### src/sv/rbt_pkg.sv
package rbt_pkg;

   localparam int DEF_TIME_WIDTH    = 32;
   localparam int DEF_COUNT_WIDTH   = 16;
   localparam int FIELD_COUNT_WIDTH = 16;
   localparam int CSR_INDEX_WIDTH   = 3;

   localparam int unsigned RESET_BASE_INTERVAL   = 500;
   localparam int unsigned RESET_TOTAL_TIMEOUT   = 60000;
   localparam int unsigned RESET_MAX_RETRANSMITS = 12;

   typedef enum logic [1:0] {
      MODE_CLEAR,
      MODE_START,
      MODE_EXPIRY,
      MODE_DUPLICATE
   } mode_type;

   typedef enum logic [2:0] {
      ACT_NONE,
      ACT_RETRANSMIT,
      ACT_SKIPPED,
      ACT_TIMEOUT,
      ACT_FORCED
   } action_type;

   typedef enum logic [CSR_INDEX_WIDTH-1:0] {
      CSR_BASE_INTERVAL,
      CSR_TOTAL_TIMEOUT,
      CSR_MAX_RETRANSMITS,
      CSR_SUPPRESS_MODE,
      CSR_FORCE_TIMEOUT_MODE,
      CSR_STREAM_TRANSPORT
   } csr_index_type;

   typedef struct packed {
      action_type action;
      logic       duplicate_accepted;
      logic       schedule_valid;
      logic       cancel_timer;
   } rsp_flags_type;

endpackage

### src/sv/rbt_channels_if.sv
interface rbt_req_if #(parameter int TIME_WIDTH = rbt_pkg::DEF_TIME_WIDTH);
   logic                                  valid;
   logic                                  ready;
   rbt_pkg::mode_type                     mode;
   logic [TIME_WIDTH-1:0]                 now_ms;
   logic [rbt_pkg::FIELD_COUNT_WIDTH-1:0] duplicate_limit;

   modport source (output valid, mode, now_ms, duplicate_limit, input ready);
   modport sink (input valid, mode, now_ms, duplicate_limit, output ready);
endinterface

interface rbt_rsp_if #(parameter int TIME_WIDTH = rbt_pkg::DEF_TIME_WIDTH);
   logic                                  valid;
   logic                                  ready;
   rbt_pkg::action_type                   action;
   logic                                  duplicate_accepted;
   logic                                  schedule_valid;
   logic [TIME_WIDTH-1:0]                 schedule_delay;
   logic [rbt_pkg::FIELD_COUNT_WIDTH-1:0] total_count;
   logic                                  cancel_timer;

   modport source (output valid, action, duplicate_accepted, schedule_valid, schedule_delay,
                   total_count, cancel_timer, input ready);
   modport sink (input valid, action, duplicate_accepted, schedule_valid, schedule_delay,
                 total_count, cancel_timer, output ready);
endinterface

interface rbt_csr_if #(parameter int DATA_WIDTH = rbt_pkg::DEF_TIME_WIDTH);
   logic                                valid;
   logic                                ready;
   logic [rbt_pkg::CSR_INDEX_WIDTH-1:0] index;
   logic [DATA_WIDTH-1:0]               data;

   modport source (output valid, index, data, input ready);
   modport sink (input valid, index, data, output ready);
endinterface

### src/sv/retransmit_backoff_timer.sv
// Capped exponential backoff retransmit timer.
// req_chan: one event per request (clear, start, timer expiry, duplicate reply)
//   with the current millisecond time and the duplicate cap.
// rsp_chan: exactly one result per request: action, duplicate acceptance,
//   timer event to schedule with its delay, total count, timer cancel.
// csr_chan: register writes, always ready; data width must be at least the
//   wider of TIME_WIDTH and COUNT_WIDTH. Write only while the block is idle.
// Path: an accepted request passes through the input register, then the
//   result register, before its result appears on rsp_chan.
// Throughput: one request per cycle unless stalled; the state update is a
//   single pass of add/compare logic between the input and result registers.
// Stall: a held result keeps rsp_chan.valid high; the input register still
//   takes one more request, after which req_chan.ready drops.
// Reset: all counters, delays and limits zero; registers return to their
//   defaults (500 ms base, 60000 ms timeout, 12 retransmits, modes off).
module retransmit_backoff_timer #(
   parameter int TIME_WIDTH  = rbt_pkg::DEF_TIME_WIDTH,
   parameter int COUNT_WIDTH = rbt_pkg::DEF_COUNT_WIDTH
) (
   input logic        clock,
   input logic        reset,
   rbt_req_if.sink    req_chan,
   rbt_rsp_if.source  rsp_chan,
   rbt_csr_if.sink    csr_chan
);
   import rbt_pkg::*;

   logic [TIME_WIDTH-1:0]        base_interval_ff;
   logic [TIME_WIDTH-1:0]        total_timeout_ff;
   logic [COUNT_WIDTH-1:0]       max_retransmits_ff;
   logic                         suppress_mode_ff;
   logic                         force_timeout_mode_ff;
   logic                         stream_transport_ff;

   logic                         s1_valid_ff;
   mode_type                     s1_mode_ff;
   logic [TIME_WIDTH-1:0]        s1_now_ff;
   logic [FIELD_COUNT_WIDTH-1:0] s1_dup_limit_ff;

   logic [COUNT_WIDTH-1:0]       retransmit_tally_ff, retransmit_tally_in;
   logic [COUNT_WIDTH-1:0]       duplicate_tally_ff, duplicate_tally_in;
   logic [TIME_WIDTH-1:0]        current_delay_ff, current_delay_in;
   logic [TIME_WIDTH-1:0]        accumulated_delay_ff, accumulated_delay_in;
   logic [TIME_WIDTH-1:0]        start_time_ff, start_time_in;
   logic [TIME_WIDTH-1:0]        active_timeout_ff, active_timeout_in;
   logic [COUNT_WIDTH-1:0]       active_limit_ff, active_limit_in;

   logic                         rsp_valid_ff;
   rsp_flags_type                rsp_flags_ff, rsp_flags_in;
   logic [TIME_WIDTH-1:0]        rsp_delay_ff, rsp_delay_in;
   logic [FIELD_COUNT_WIDTH-1:0] rsp_count_ff, rsp_count_in;

   logic                         advance;
   logic                         out_free;

   assign out_free       = !rsp_valid_ff || rsp_chan.ready;
   assign advance        = s1_valid_ff && out_free;
   assign req_chan.ready = !s1_valid_ff || advance;
   assign csr_chan.ready = 1'b1;

   rbt_step #(
      .TIME_WIDTH  (TIME_WIDTH),
      .COUNT_WIDTH (COUNT_WIDTH)
   ) u_step (
      .mode                 (s1_mode_ff),
      .now_ms               (s1_now_ff),
      .duplicate_limit      (s1_dup_limit_ff),
      .base_interval        (base_interval_ff),
      .total_timeout        (total_timeout_ff),
      .max_retransmits      (max_retransmits_ff),
      .suppress_mode        (suppress_mode_ff),
      .force_timeout_mode   (force_timeout_mode_ff),
      .stream_transport     (stream_transport_ff),
      .retransmit_tally     (retransmit_tally_ff),
      .duplicate_tally      (duplicate_tally_ff),
      .current_delay        (current_delay_ff),
      .accumulated_delay    (accumulated_delay_ff),
      .start_time           (start_time_ff),
      .active_timeout       (active_timeout_ff),
      .active_limit         (active_limit_ff),
      .retransmit_tally_in  (retransmit_tally_in),
      .duplicate_tally_in   (duplicate_tally_in),
      .current_delay_in     (current_delay_in),
      .accumulated_delay_in (accumulated_delay_in),
      .start_time_in        (start_time_in),
      .active_timeout_in    (active_timeout_in),
      .active_limit_in      (active_limit_in),
      .flags                (rsp_flags_in),
      .schedule_delay       (rsp_delay_in),
      .total_count          (rsp_count_in)
   );

   // config registers
   always_ff @(posedge clock) begin
      if (reset) begin
         base_interval_ff      <= TIME_WIDTH'(RESET_BASE_INTERVAL);
         total_timeout_ff      <= TIME_WIDTH'(RESET_TOTAL_TIMEOUT);
         max_retransmits_ff    <= COUNT_WIDTH'(RESET_MAX_RETRANSMITS);
         suppress_mode_ff      <= 1'b0;
         force_timeout_mode_ff <= 1'b0;
         stream_transport_ff   <= 1'b0;
      end else if (csr_chan.valid) begin
         case (csr_index_type'(csr_chan.index))
            CSR_BASE_INTERVAL:      base_interval_ff      <= csr_chan.data[TIME_WIDTH-1:0];
            CSR_TOTAL_TIMEOUT:      total_timeout_ff      <= csr_chan.data[TIME_WIDTH-1:0];
            CSR_MAX_RETRANSMITS:    max_retransmits_ff    <= csr_chan.data[COUNT_WIDTH-1:0];
            CSR_SUPPRESS_MODE:      suppress_mode_ff      <= csr_chan.data[0];
            CSR_FORCE_TIMEOUT_MODE: force_timeout_mode_ff <= csr_chan.data[0];
            CSR_STREAM_TRANSPORT:   stream_transport_ff   <= csr_chan.data[0];
            default: begin
            end
         endcase
      end
   end

   // input register, timer state, result register
   always_ff @(posedge clock) begin
      if (reset) begin
         s1_valid_ff          <= 1'b0;
         rsp_valid_ff         <= 1'b0;
         retransmit_tally_ff  <= '0;
         duplicate_tally_ff   <= '0;
         current_delay_ff     <= '0;
         accumulated_delay_ff <= '0;
         start_time_ff        <= '0;
         active_timeout_ff    <= '0;
         active_limit_ff      <= '0;
      end else begin
         if (req_chan.ready) begin
            s1_valid_ff <= req_chan.valid;
         end
         if (out_free) begin
            rsp_valid_ff <= s1_valid_ff;
         end
         if (advance) begin
            retransmit_tally_ff  <= retransmit_tally_in;
            duplicate_tally_ff   <= duplicate_tally_in;
            current_delay_ff     <= current_delay_in;
            accumulated_delay_ff <= accumulated_delay_in;
            start_time_ff        <= start_time_in;
            active_timeout_ff    <= active_timeout_in;
            active_limit_ff      <= active_limit_in;
         end
      end
   end

   always_ff @(posedge clock) begin
      if (req_chan.valid && req_chan.ready) begin
         s1_mode_ff      <= req_chan.mode;
         s1_now_ff       <= req_chan.now_ms;
         s1_dup_limit_ff <= req_chan.duplicate_limit;
      end
      if (advance) begin
         rsp_flags_ff <= rsp_flags_in;
         rsp_delay_ff <= rsp_delay_in;
         rsp_count_ff <= rsp_count_in;
      end
   end

   assign rsp_chan.valid              = rsp_valid_ff;
   assign rsp_chan.action             = rsp_flags_ff.action;
   assign rsp_chan.duplicate_accepted = rsp_flags_ff.duplicate_accepted;
   assign rsp_chan.schedule_valid     = rsp_flags_ff.schedule_valid;
   assign rsp_chan.schedule_delay     = rsp_delay_ff;
   assign rsp_chan.total_count        = rsp_count_ff;
   assign rsp_chan.cancel_timer       = rsp_flags_ff.cancel_timer;

   a_retransmit_counts: assert property (@(posedge clock) disable iff (reset)
      (advance && rsp_flags_in.action == ACT_RETRANSMIT) |=> (retransmit_tally_ff != '0))
      else $error("retransmit result left retransmit tally at zero");

   a_clear_empties: assert property (@(posedge clock) disable iff (reset)
      (advance && s1_mode_ff == MODE_CLEAR) |=>
      (retransmit_tally_ff == '0 && duplicate_tally_ff == '0 && rsp_chan.cancel_timer &&
       rsp_chan.total_count == '0))
      else $error("clear did not empty the tallies");

   a_duplicate_quiet: assert property (@(posedge clock) disable iff (reset)
      (rsp_valid_ff && rsp_flags_ff.duplicate_accepted) |->
      (!rsp_flags_ff.schedule_valid && rsp_flags_ff.action == ACT_NONE))
      else $error("accepted duplicate also scheduled or acted");

endmodule

### src/sv/rbt_step.sv
module rbt_step #(
   parameter int TIME_WIDTH  = rbt_pkg::DEF_TIME_WIDTH,
   parameter int COUNT_WIDTH = rbt_pkg::DEF_COUNT_WIDTH
) (
   input  rbt_pkg::mode_type                     mode,
   input  logic [TIME_WIDTH-1:0]                 now_ms,
   input  logic [rbt_pkg::FIELD_COUNT_WIDTH-1:0] duplicate_limit,
   input  logic [TIME_WIDTH-1:0]                 base_interval,
   input  logic [TIME_WIDTH-1:0]                 total_timeout,
   input  logic [COUNT_WIDTH-1:0]                max_retransmits,
   input  logic                                  suppress_mode,
   input  logic                                  force_timeout_mode,
   input  logic                                  stream_transport,
   input  logic [COUNT_WIDTH-1:0]                retransmit_tally,
   input  logic [COUNT_WIDTH-1:0]                duplicate_tally,
   input  logic [TIME_WIDTH-1:0]                 current_delay,
   input  logic [TIME_WIDTH-1:0]                 accumulated_delay,
   input  logic [TIME_WIDTH-1:0]                 start_time,
   input  logic [TIME_WIDTH-1:0]                 active_timeout,
   input  logic [COUNT_WIDTH-1:0]                active_limit,
   output logic [COUNT_WIDTH-1:0]                retransmit_tally_in,
   output logic [COUNT_WIDTH-1:0]                duplicate_tally_in,
   output logic [TIME_WIDTH-1:0]                 current_delay_in,
   output logic [TIME_WIDTH-1:0]                 accumulated_delay_in,
   output logic [TIME_WIDTH-1:0]                 start_time_in,
   output logic [TIME_WIDTH-1:0]                 active_timeout_in,
   output logic [COUNT_WIDTH-1:0]                active_limit_in,
   output rbt_pkg::rsp_flags_type                flags,
   output logic [TIME_WIDTH-1:0]                 schedule_delay,
   output logic [rbt_pkg::FIELD_COUNT_WIDTH-1:0] total_count
);
   import rbt_pkg::*;

   localparam int SUM_WIDTH = COUNT_WIDTH + 1;
   localparam int CMP_WIDTH = (SUM_WIDTH > FIELD_COUNT_WIDTH) ? SUM_WIDTH : FIELD_COUNT_WIDTH;

   logic [SUM_WIDTH-1:0]   count_before;
   logic [SUM_WIDTH-1:0]   count_after;
   logic [TIME_WIDTH-1:0]  waited;
   logic [TIME_WIDTH-1:0]  doubled;
   logic [TIME_WIDTH-1:0]  grown_delay;
   logic [TIME_WIDTH-1:0]  first_delay;
   logic [TIME_WIDTH:0]    acc_sum;
   logic [COUNT_WIDTH-1:0] retransmit_inc;
   logic [COUNT_WIDTH-1:0] duplicate_inc;
   logic                   grow_ok;
   logic                   limit_hit;
   logic                   dup_ok;

   always_comb begin
      count_before   = SUM_WIDTH'(retransmit_tally) + SUM_WIDTH'(duplicate_tally);
      waited         = now_ms - start_time;
      doubled        = {current_delay[TIME_WIDTH-2:0], 1'b0};
      grow_ok        = (count_before != '0) && !current_delay[TIME_WIDTH-1] &&
                       (doubled < active_timeout);
      grown_delay    = grow_ok ? doubled : current_delay;
      first_delay    = suppress_mode ? total_timeout : base_interval;
      acc_sum        = {1'b0, accumulated_delay} + {1'b0, grown_delay};
      retransmit_inc = (&retransmit_tally) ? retransmit_tally
                                           : retransmit_tally + COUNT_WIDTH'(1);
      duplicate_inc  = (&duplicate_tally) ? duplicate_tally
                                          : duplicate_tally + COUNT_WIDTH'(1);
      limit_hit      = (count_before >= SUM_WIDTH'(active_limit)) ||
                       (waited >= active_timeout) || (accumulated_delay >= active_timeout);
      dup_ok         = CMP_WIDTH'(count_before) < CMP_WIDTH'(duplicate_limit);

      retransmit_tally_in  = retransmit_tally;
      duplicate_tally_in   = duplicate_tally;
      current_delay_in     = current_delay;
      accumulated_delay_in = accumulated_delay;
      start_time_in        = start_time;
      active_timeout_in    = active_timeout;
      active_limit_in      = active_limit;
      flags.action             = ACT_NONE;
      flags.duplicate_accepted = 1'b0;
      flags.schedule_valid     = 1'b0;
      flags.cancel_timer       = 1'b0;
      schedule_delay           = '0;

      case (mode)
         MODE_CLEAR: begin
            retransmit_tally_in = '0;
            duplicate_tally_in  = '0;
            active_limit_in     = '0;
            current_delay_in    = '0;
            start_time_in       = '0;
            active_timeout_in   = '0;
            flags.cancel_timer  = 1'b1;
         end
         MODE_START: begin
            retransmit_tally_in  = '0;
            duplicate_tally_in   = '0;
            active_limit_in      = max_retransmits;
            active_timeout_in    = total_timeout;
            current_delay_in     = first_delay;
            start_time_in        = now_ms;
            accumulated_delay_in = first_delay;
            flags.schedule_valid = 1'b1;
            schedule_delay       = first_delay;
         end
         MODE_EXPIRY: begin
            if (force_timeout_mode) begin
               flags.action = ACT_FORCED;
            end else if (stream_transport) begin
               flags.action = ACT_SKIPPED;
            end else if (limit_hit) begin
               flags.action = ACT_TIMEOUT;
            end else begin
               current_delay_in     = grown_delay;
               retransmit_tally_in  = retransmit_inc;
               accumulated_delay_in = acc_sum[TIME_WIDTH] ? '1 : acc_sum[TIME_WIDTH-1:0];
               flags.action         = ACT_RETRANSMIT;
               flags.schedule_valid = 1'b1;
               schedule_delay       = grown_delay;
            end
         end
         MODE_DUPLICATE: begin
            if (dup_ok) begin
               current_delay_in         = grown_delay;
               duplicate_tally_in       = duplicate_inc;
               flags.duplicate_accepted = 1'b1;
            end
         end
         default: begin
         end
      endcase

      count_after = SUM_WIDTH'(retransmit_tally_in) + SUM_WIDTH'(duplicate_tally_in);
      if (CMP_WIDTH'(count_after) > CMP_WIDTH'({FIELD_COUNT_WIDTH{1'b1}})) begin
         total_count = '1;
      end else begin
         total_count = FIELD_COUNT_WIDTH'(count_after);
      end
   end

endmodule

### src/flat_wrapper.sv
// flat-port wrapper written by rule: the top's interface ports become plain ports
module retransmit_backoff_timer_flat import rbt_pkg::*;
#(
   parameter int TIME_WIDTH  = rbt_pkg::DEF_TIME_WIDTH,
   parameter int COUNT_WIDTH = rbt_pkg::DEF_COUNT_WIDTH
)
  (clock, reset, req_chan_valid, req_chan_mode, req_chan_now_ms, req_chan_duplicate_limit, req_chan_ready, rsp_chan_valid, rsp_chan_action, rsp_chan_duplicate_accepted, rsp_chan_schedule_valid, rsp_chan_schedule_delay, rsp_chan_total_count, rsp_chan_cancel_timer, rsp_chan_ready, csr_chan_valid, csr_chan_index, csr_chan_data, csr_chan_ready);
  rbt_req_if #(.TIME_WIDTH(TIME_WIDTH)) req_chan_i ();
  rbt_rsp_if #(.TIME_WIDTH(TIME_WIDTH)) rsp_chan_i ();
  rbt_csr_if #(.DATA_WIDTH((DEF_TIME_WIDTH))) csr_chan_i ();
  input logic clock;
  input logic reset;
  input wire logic [$bits(req_chan_i.valid)-1:0] req_chan_valid;
  input wire logic [$bits(req_chan_i.mode)-1:0] req_chan_mode;
  input wire logic [$bits(req_chan_i.now_ms)-1:0] req_chan_now_ms;
  input wire logic [$bits(req_chan_i.duplicate_limit)-1:0] req_chan_duplicate_limit;
  output wire logic [$bits(req_chan_i.ready)-1:0] req_chan_ready;
  output wire logic [$bits(rsp_chan_i.valid)-1:0] rsp_chan_valid;
  output wire logic [$bits(rsp_chan_i.action)-1:0] rsp_chan_action;
  output wire logic [$bits(rsp_chan_i.duplicate_accepted)-1:0] rsp_chan_duplicate_accepted;
  output wire logic [$bits(rsp_chan_i.schedule_valid)-1:0] rsp_chan_schedule_valid;
  output wire logic [$bits(rsp_chan_i.schedule_delay)-1:0] rsp_chan_schedule_delay;
  output wire logic [$bits(rsp_chan_i.total_count)-1:0] rsp_chan_total_count;
  output wire logic [$bits(rsp_chan_i.cancel_timer)-1:0] rsp_chan_cancel_timer;
  input wire logic [$bits(rsp_chan_i.ready)-1:0] rsp_chan_ready;
  input wire logic [$bits(csr_chan_i.valid)-1:0] csr_chan_valid;
  input wire logic [$bits(csr_chan_i.index)-1:0] csr_chan_index;
  input wire logic [$bits(csr_chan_i.data)-1:0] csr_chan_data;
  output wire logic [$bits(csr_chan_i.ready)-1:0] csr_chan_ready;
  assign req_chan_i.valid = req_chan_valid;
  assign req_chan_i.mode = req_chan_mode;
  assign req_chan_i.now_ms = req_chan_now_ms;
  assign req_chan_i.duplicate_limit = req_chan_duplicate_limit;
  assign req_chan_ready = req_chan_i.ready;
  assign rsp_chan_valid = rsp_chan_i.valid;
  assign rsp_chan_action = rsp_chan_i.action;
  assign rsp_chan_duplicate_accepted = rsp_chan_i.duplicate_accepted;
  assign rsp_chan_schedule_valid = rsp_chan_i.schedule_valid;
  assign rsp_chan_schedule_delay = rsp_chan_i.schedule_delay;
  assign rsp_chan_total_count = rsp_chan_i.total_count;
  assign rsp_chan_cancel_timer = rsp_chan_i.cancel_timer;
  assign rsp_chan_i.ready = rsp_chan_ready;
  assign csr_chan_i.valid = csr_chan_valid;
  assign csr_chan_i.index = csr_chan_index;
  assign csr_chan_i.data = csr_chan_data;
  assign csr_chan_ready = csr_chan_i.ready;
  retransmit_backoff_timer #(.TIME_WIDTH(TIME_WIDTH), .COUNT_WIDTH(COUNT_WIDTH)) u_core (.clock(clock), .reset(reset), .req_chan(req_chan_i), .rsp_chan(rsp_chan_i), .csr_chan(csr_chan_i));
endmodule
### config.mk
export PLATFORM = sky130hd
export DESIGN_NAME = retransmit_backoff_timer_flat
export DESIGN_NICKNAME = d
export VERILOG_FILES = /design/src/sv/rbt_pkg.sv /design/src/sv/rbt_channels_if.sv /design/src/sv/retransmit_backoff_timer.sv /design/src/sv/rbt_step.sv /design/src/flat_wrapper.sv
export SDC_FILE = /design/constraint.sdc
export NUM_CORES = 1
export LEC_CHECK = 0
export BUFFER_PORTS_ARGS = -buffer_cell sky130_fd_sc_hd__clkbuf_2
export CORE_ASPECT_RATIO = 0.8
export CORE_MARGIN = 2
export CORE_UTILIZATION = 45
export CTS_CLUSTER_DIAMETER = 40
export DETAILED_ROUTE_END_ITERATION = 12
export PLACE_DENSITY = 0.61
export RECOVER_POWER = 25
export SYNTH_ARGS = -nofsm -noshare
export SYNTH_HDL_FRONTEND = slang
export SYNTH_HIERARCHICAL = 1
export SYNTH_SLANG_ARGS = --single-unit
### constraint.sdc
create_clock -name clock -period 9.1 [get_ports clock]
set_input_delay 0.455 -clock clock [delete_from_list [all_inputs] [get_ports clock]]
set_output_delay 0.455 -clock clock [all_outputs]
set_load 0.01 [all_outputs]
-- Word level (Yosys, flattened, before mapping)
Cells that the tools add are included.
- register bits after elaboration: 365
- latch bits: 0
- RAM bits: 0
- ROM bits: 0
- input port bits: 90
- output and inout bits: 57
- memories kept: 0
- add/subtract/negate cells: 6
- $mul: 0
- divide/modulo/power cells: 0
- $lt $le $gt $ge: 6
- equality and inequality tests: 12
- shifts and indexed selects: 0
- mux-type cells: 36
- bitwise gates (word level): 1
- reduce and logical (&&, ||, !) cells: 30
- operators by type and width (kind ; number):
    32-bit two-way mux ; 13
    32-bit case mux with 2 select lines ; 4
    32-bit case mux with 4 select lines ; 1
    16-bit two-way mux ; 6
    16-bit case mux with 2 select lines ; 3
    32-bit greater-or-equal comparator ; 2
    16-bit by 16-bit adder with 17-bit output ; 2
    32-bit by 32-bit adder with 33-bit output ; 1
    16-bit by 1-bit adder with 16-bit output, second input constant ; 2
    32-bit less-than comparator ; 1
    16-bit AND reduction ; 2
    32-bit subtractor ; 1
    17-bit by 16-bit greater-or-equal comparator with 1-bit output ; 1
    17-bit by 16-bit > comparator with 1-bit output, second input constant ; 1
    17-bit by 16-bit less-than comparator with 1-bit output ; 1
    17-bit nonzero test ; 1
    2-bit AND reduction ; 7
    5-bit AND reduction ; 2
    2-bit != test, second input constant ; 4
    3-bit by 2-bit == test with 1-bit output, second input constant ; 2
    3-bit == test, second input constant ; 2
    3-bit two-way mux ; 2
    1-bit two-way mux ; 5
    2-bit == test, second input constant ; 2
    other kinds (13) ; 23

-- Depth between registers and ports, before layout
- depth in word-level cells: 11
- gate-level depth with buffers: 39

-- Modules after synthesis
The synthesis kept the hierarchy.
- by module, submodules not included (module ; times used ; cells an instance ; area an instance (sq um) ; seq. area each (sq um)):
    retransmit_backoff_timer ; 1 ; 1243 ; 13913.3 ; 8348.0
    rbt_step ; 1 ; 1833 ; 12380.6 ; 0.0

-- Worst setup path before layout
No wires, ideal clock.
- kind: register to register
- from: register u_core.s1_now_ff[0]
- to: register u_core.rsp_count_ff[10] (netlist: u_core/rsp_chan.total_count[10]) (data pin)
- library setup time: 0.268 ns
- arrival: 7.930 ns
- path slack: 0.903 ns
- stages on the path, launching flop included: 39
- buffers on the path: 3
- period minus slack after synthesis: 8.197 ns
- path through: edfxtp_1 inv_1 ha_1 inv_1 fa_1 a211oi_1 o21ai_0 a211o_1 a31o_2 a41oi_1 a2111oi_0 nor4_1 a21oi_1 xor2_1 ha_1 a21oi_1 a21boi_0 a211oi_1 [... 3 more ...] clkbuf_1 clkbuf_1 nor3_1 xnor2_1 nor2_1 ha_1 fa_1 a21o_1 a21oi_1 nand2b_1 a21oi_1 a211o_1 a21o_1 a21oi_1 o21ai_0 a31oi_1 clkbuf_1 nand2_1
- cells in the longest elaborated chain, start to end: 10
- ends and longest elaborated chain (item ; RTL line ; text):
    start: declaration ; retransmit_backoff_timer.sv:37 ; logic [TIME_WIDTH-1:0] s1_now_ff;
    start signal: assignment ; retransmit_backoff_timer.sv:150 ; s1_now_ff <= req_chan.now_ms;
    32-bit subtractor * ; rbt_step.sv:52 ; waited = now_ms - start_time;
    32-bit greater-or-equal comparator * ; rbt_step.sv:64 ; (waited >= active_timeout) || (accumulated_delay >= active_timeout);
    1-bit logical OR * ; rbt_step.sv:63 ; limit_hit = (count_before >= SUM_WIDTH'(active_limit)) ||
    1-bit logical OR * ; rbt_step.sv:64 ;
    16-bit two-way mux * ; rbt_step.sv:106 ; end else if (limit_hit) begin
    16-bit two-way mux * ; rbt_step.sv:104 ; end else if (stream_transport) begin
    16-bit two-way mux * ; rbt_step.sv:102 ; if (force_timeout_mode) begin
    16-bit case mux with 2 select lines * ; rbt_step.sv:80 ; case (mode)
    net u_core.retransmit_tally_in[0] ; retransmit_backoff_timer.sv:40 ; logic [COUNT_WIDTH-1:0] retransmit_tally_ff, retransmit_tally_in;
    16-bit by 16-bit adder with 17-bit output * ; rbt_step.sv:128 ; count_after = SUM_WIDTH'(retransmit_tally_in) + SUM_WIDTH'(duplicate_tally_in);
    17-bit by 16-bit > comparator with 1-bit output ; rbt_step.sv:129 ; if (CMP_WIDTH'(count_after) > CMP_WIDTH'({FIELD_COUNT_WIDTH{1'b1}})) begin
    end signal: assignment ; retransmit_backoff_timer.sv:156 ; rsp_count_ff <= rsp_count_in;
    end: declaration ; retransmit_backoff_timer.sv:51 ; logic [FIELD_COUNT_WIDTH-1:0] rsp_count_ff, rsp_count_in;
Mark *: on every way through the listed nets, which the timed path passes. The rest lies on a longest branch.
A chain may end at the register's enable or synchronous reset.

-- Final worst setup path
- from: register u_core.s1_now_ff[1]
- to: register u_core.rsp_count_ff[3] (netlist: u_core/rsp_chan.total_count[3]) (data pin)
The elaborated chain is that of the path after synthesis.

==> qor.csv <==
stage,metric,value,unit
status,outcome,"complete, but fails checks",
status,violations,"capacitance limit, slew limit",
synth,syn_nets,3398,
cts,root_buf_cell,clkbuf_16,
sta,final-hold-violation-count,0,
finish,area_of_the_multi_input_gates,0.0168,mm2
worst_setup_path,critical_path.most_common_cell,ha_1,
sta,max_slew.worst_pin.slew,5.12,ns
worst_hold_path,class_of_the_tightest_hold_or_removal_check,input port to flip-flop,
floorplan,effective_utilization_at_floorplan,45.4,%
global_routing,grt_start_max_net_pins,317,
worst_setup_path,cp_slowest_cell,or4b_4,
synth,synth_cells,3076,
placed_design,gp_routability_congestion,0.912,
routing,drcViolationCount,0,
synth,synth_largest_area_cell,dfxtp_1,
routing,dr.pass1.iters,6,
power,p_total,0.00481,W
finish,finalCoreUtilization,51.6,%
finish,num-nets-final,3478,
synth,yosys_warnings,6,
routing,number_of_drc_markers_in_iteration_0,2077,
synth,synth.top_cell.area_share,19.9,%
floorplan,fp.dieArea,0.0604,mm2
placed_design,io_buffer_count,145,
placed_design,dp_cells,3849,
global_routing,wire_length_of_the_first_global_routing_pass,123,mm
global_routing,vias_in_the_first_global_route,21625,
worst_setup_path,worst_ep_required_time,9.44,ns
synth,synth.avg_cell_area,8.55,um2
sta,timing.max_slew.rel_slack,-241,%
cts,clock-sinks,365,
power,ir_worst_vdd,0.119,mV
worst_setup_path,criticalPathCategory,flip-flop to flip-flop,
routing,number_of_nets_with_antenna_violations_after_routing,0,
routing,routed_wl,79.8,mm
finish,antenna-diode-count,0,
sta,finClkSkew,0.0371,ns
finish,fill_cells,5430,
worst_setup_path,worst_ep_arrival_time,8.98,ns
worst_setup_path,critPathMaxFanout,14,
synth,syn_area,0.0263,mm2
floorplan,pin_count,147,
job,timing.max_cap.violations,4,
power,cellPowerDensity,161,mW/mm2
floorplan,coreArea,0.0579,mm2
synth,yosys.cell_types.count,89,
synth,ys.flop_type,dfxtp_1,
worst_setup_path,setup.worst_path.start_class,flip-flop,
sta,fin_crit_sh,95.0,%
sta,period_minus_slack,8.64,ns
floorplan,core_rows,79,
sta,finalMaxSlewViolations,503,
cts,tritoncts.num_buffers,68,
synth,post_synth_most_frequent_cells,"nand2b_1 (374), nand2_1 (364), dfxtp_1 (261)",
worst_setup_path,ff2ff_setup_slack,0.46,ns
finish,layoutNonFillerInstCount,3981,
global_routing,grt.total_usage,26.0,%
cts,htree_levels,3,
cts,insertion_delay,0.62,ns
worst_setup_path,cp-end-kind,flip-flop,
cts,cts.clk_slew.worst_paths,0.05,ns
synth,post-synth-top-count-cell,nand2b_1,
global_routing,grt.overflow.total,0,
floorplan,die_h,220,um
placed_design,dp.final_hpwl,56.7,mm
sta,setup_viol_count_final,0,
finish,layout_area_growth_over_synthesis,13.7,%
placed_design,place_area,0.0275,mm2
sta,setup_total_negative_slack,0,ns
cts,bufs_on_longest_clock_path,3,
sta,fmax,0.116,GHz
cts,cts_tree,done,
synth,seq_area_frac_synth,31.7,%
finish,final_layout_size_suffix_gt1_share,10.6,%
synth,synth_async_sr_flop_share,0,%
synth,top_cells_by_area_synth,"dfxtp_1 (20%), edfxtp_1 (12%), ha_1 (11%), nand2b_1 (8.9%), mux2i_1 (7.9%)",
worst_setup_path,cpPeakStageDelay,0.60,ns
global_routing,antenna_found_initial,0,
finish,register_area,0.00835,mm2
floorplan,die-width,274,um
power,leakagePower,11.6,nW
routing,post_drt_wl_per_cell,20.0,um
routing,routed-via-count,22970,
finish,final_cell_area,0.0299,mm2
synth,postSynthRegisterBits,365,
routing,route.detailed.vias_per_inst,5.77,
synth,count_of_flip_flops_with_a_built_in_enable_after_synthesis,104,
==> logic make-up (layout without fill, tap and decap cells) <==
group           after synthesis  after routing  synth area share (%)
mux                         250            250                  9.80
other cells                   1              1                0.0143
compound gates              676            676                  16.5
fa+ha+maj                   232            232                  11.2
buf+inv                     297            433                  4.74
flops                       365            365                  31.7
simple gates               1156           1156                  22.7
xor+xnor                     99             99                  3.30
==> cell type report <==
| cell class | count | share of cell area, % |
|---|---|---|
| inverters | 128 | 1.62 |
| well taps | 769 | 3.22 |
| multi-input cells | 2414 | 56.2 |
| flip-flops and latches | 365 | 27.9 |
| clock buffers | 79 | 6.03 |
| repair buffers | 179 | 3.18 |
| clock inverters | 47 | 1.78 |
==> critical path: cells and delay by family (launching register included) <==
family | cells | cell delay (ns)
AOI/OAI and AO/OA | 17 | 3.88
and+or+nand+nor | 10 | 2.41
adders and majority gates | 4 | 1.16
buffers and inverters | 1 | 0.20
xor gates and xnor gates | 2 | 0.29
DFF | 1 | 0.43
==> path summary, 6_finish.rpt <==
| kind | endpoint | from | cells after the start |
|---|---|---|---|
| max | u_core/rsp_chan.total_count[3]$_DFFE_PP_ | u_core/s1_now_ff[1]$_DFFE_PP_ | 34 |
| min | u_core/s1_now_ff[21]$_DFFE_PP_ | req_chan_now_ms[21] | 1 |
| max reg2reg | u_core/rsp_chan.total_count[3]$_DFFE_PP_ | u_core/s1_now_ff[1]$_DFFE_PP_ | 34 |
| min reg2reg | u_core/base_interval_ff[30]$_SDFFE_PP0P_ | u_core/base_interval_ff[30]$_SDFFE_PP0P_ | 2 |
==> what timing repair did <==
action | 4_1_cts | 5_1_grt
hold buffers | 5 | 0
hold endpoints to repair | 5 | 0
gates resized for setup | 0 | 11
setup endpoints to repair | 0 | 16
buffers inserted | 0 | 1
==> power by group <==
group / internal, W / switching (W) / leakage, nW
clock: 0.00162 / 0.000943 / 1.14
sequential: 0.00172 / 0.0000230 / 3.09
combinational: 0.000199 / 0.000307 / 7.39
==> registers in the layout, indices dropped and copies added (netlist names), 32 cells and up <==
| register | flops |
|---|---|
| u_core/active_timeout_ff | 32 |
| u_core/accumulated_delay_ff | 32 |
| u_core/s1_now_ff | 32 |
| u_core/current_delay_ff | 32 |
| u_core/total_timeout_ff | 32 |
| u_core/rsp_chan.schedule_delay | 32 |
| u_core/start_time_ff | 32 |
| u_core/base_interval_ff | 32 |
==> metal layers <==
| layer | part of all wire [%] | GRT usage, % | vias up | routed length (um) |
|---|---|---|---|---|
| met5 | 0 | 0 | - | 0 |
| met4 | 2.6 | 8.32 | 0 | 2080 |
| met3 | 7.9 | 4.66 | 135 | 6330 |
| met2 | 41 | 37.6 | 853 | 33000 |
| met1 | 48 | 38.8 | 10960 | 38300 |
| li1 | - | - | 11022 | - |
==> per-stage QoR <==
stage | setup WS, ns | hold slack, ns
final | 0.459 | 0.0300
after global routing | -0.0260 | 0.00348
after CTS | 0.164 | 0.00143
after detailed placement | 0.177 | 0.446
after global placement | 0.451 | 0.440
after floorplan | 0.903 | 0.434
==> cell usage in the layout, fill, tap and decap left out, drive strengths merged, types with 65 or more instances in the layout <==
cell,Yosys,routed
dfxtp,261,261
clkbuf,113,226
a21oi,249,249
inv,127,138
o31ai,65,65
ha,228,228
nand2,364,364
edfxtp,104,104
nor2,151,151
nand2b,374,374
mux2i,208,208
o21ai,119,119
No activity file was read; power rests on OpenSTA's default activity.
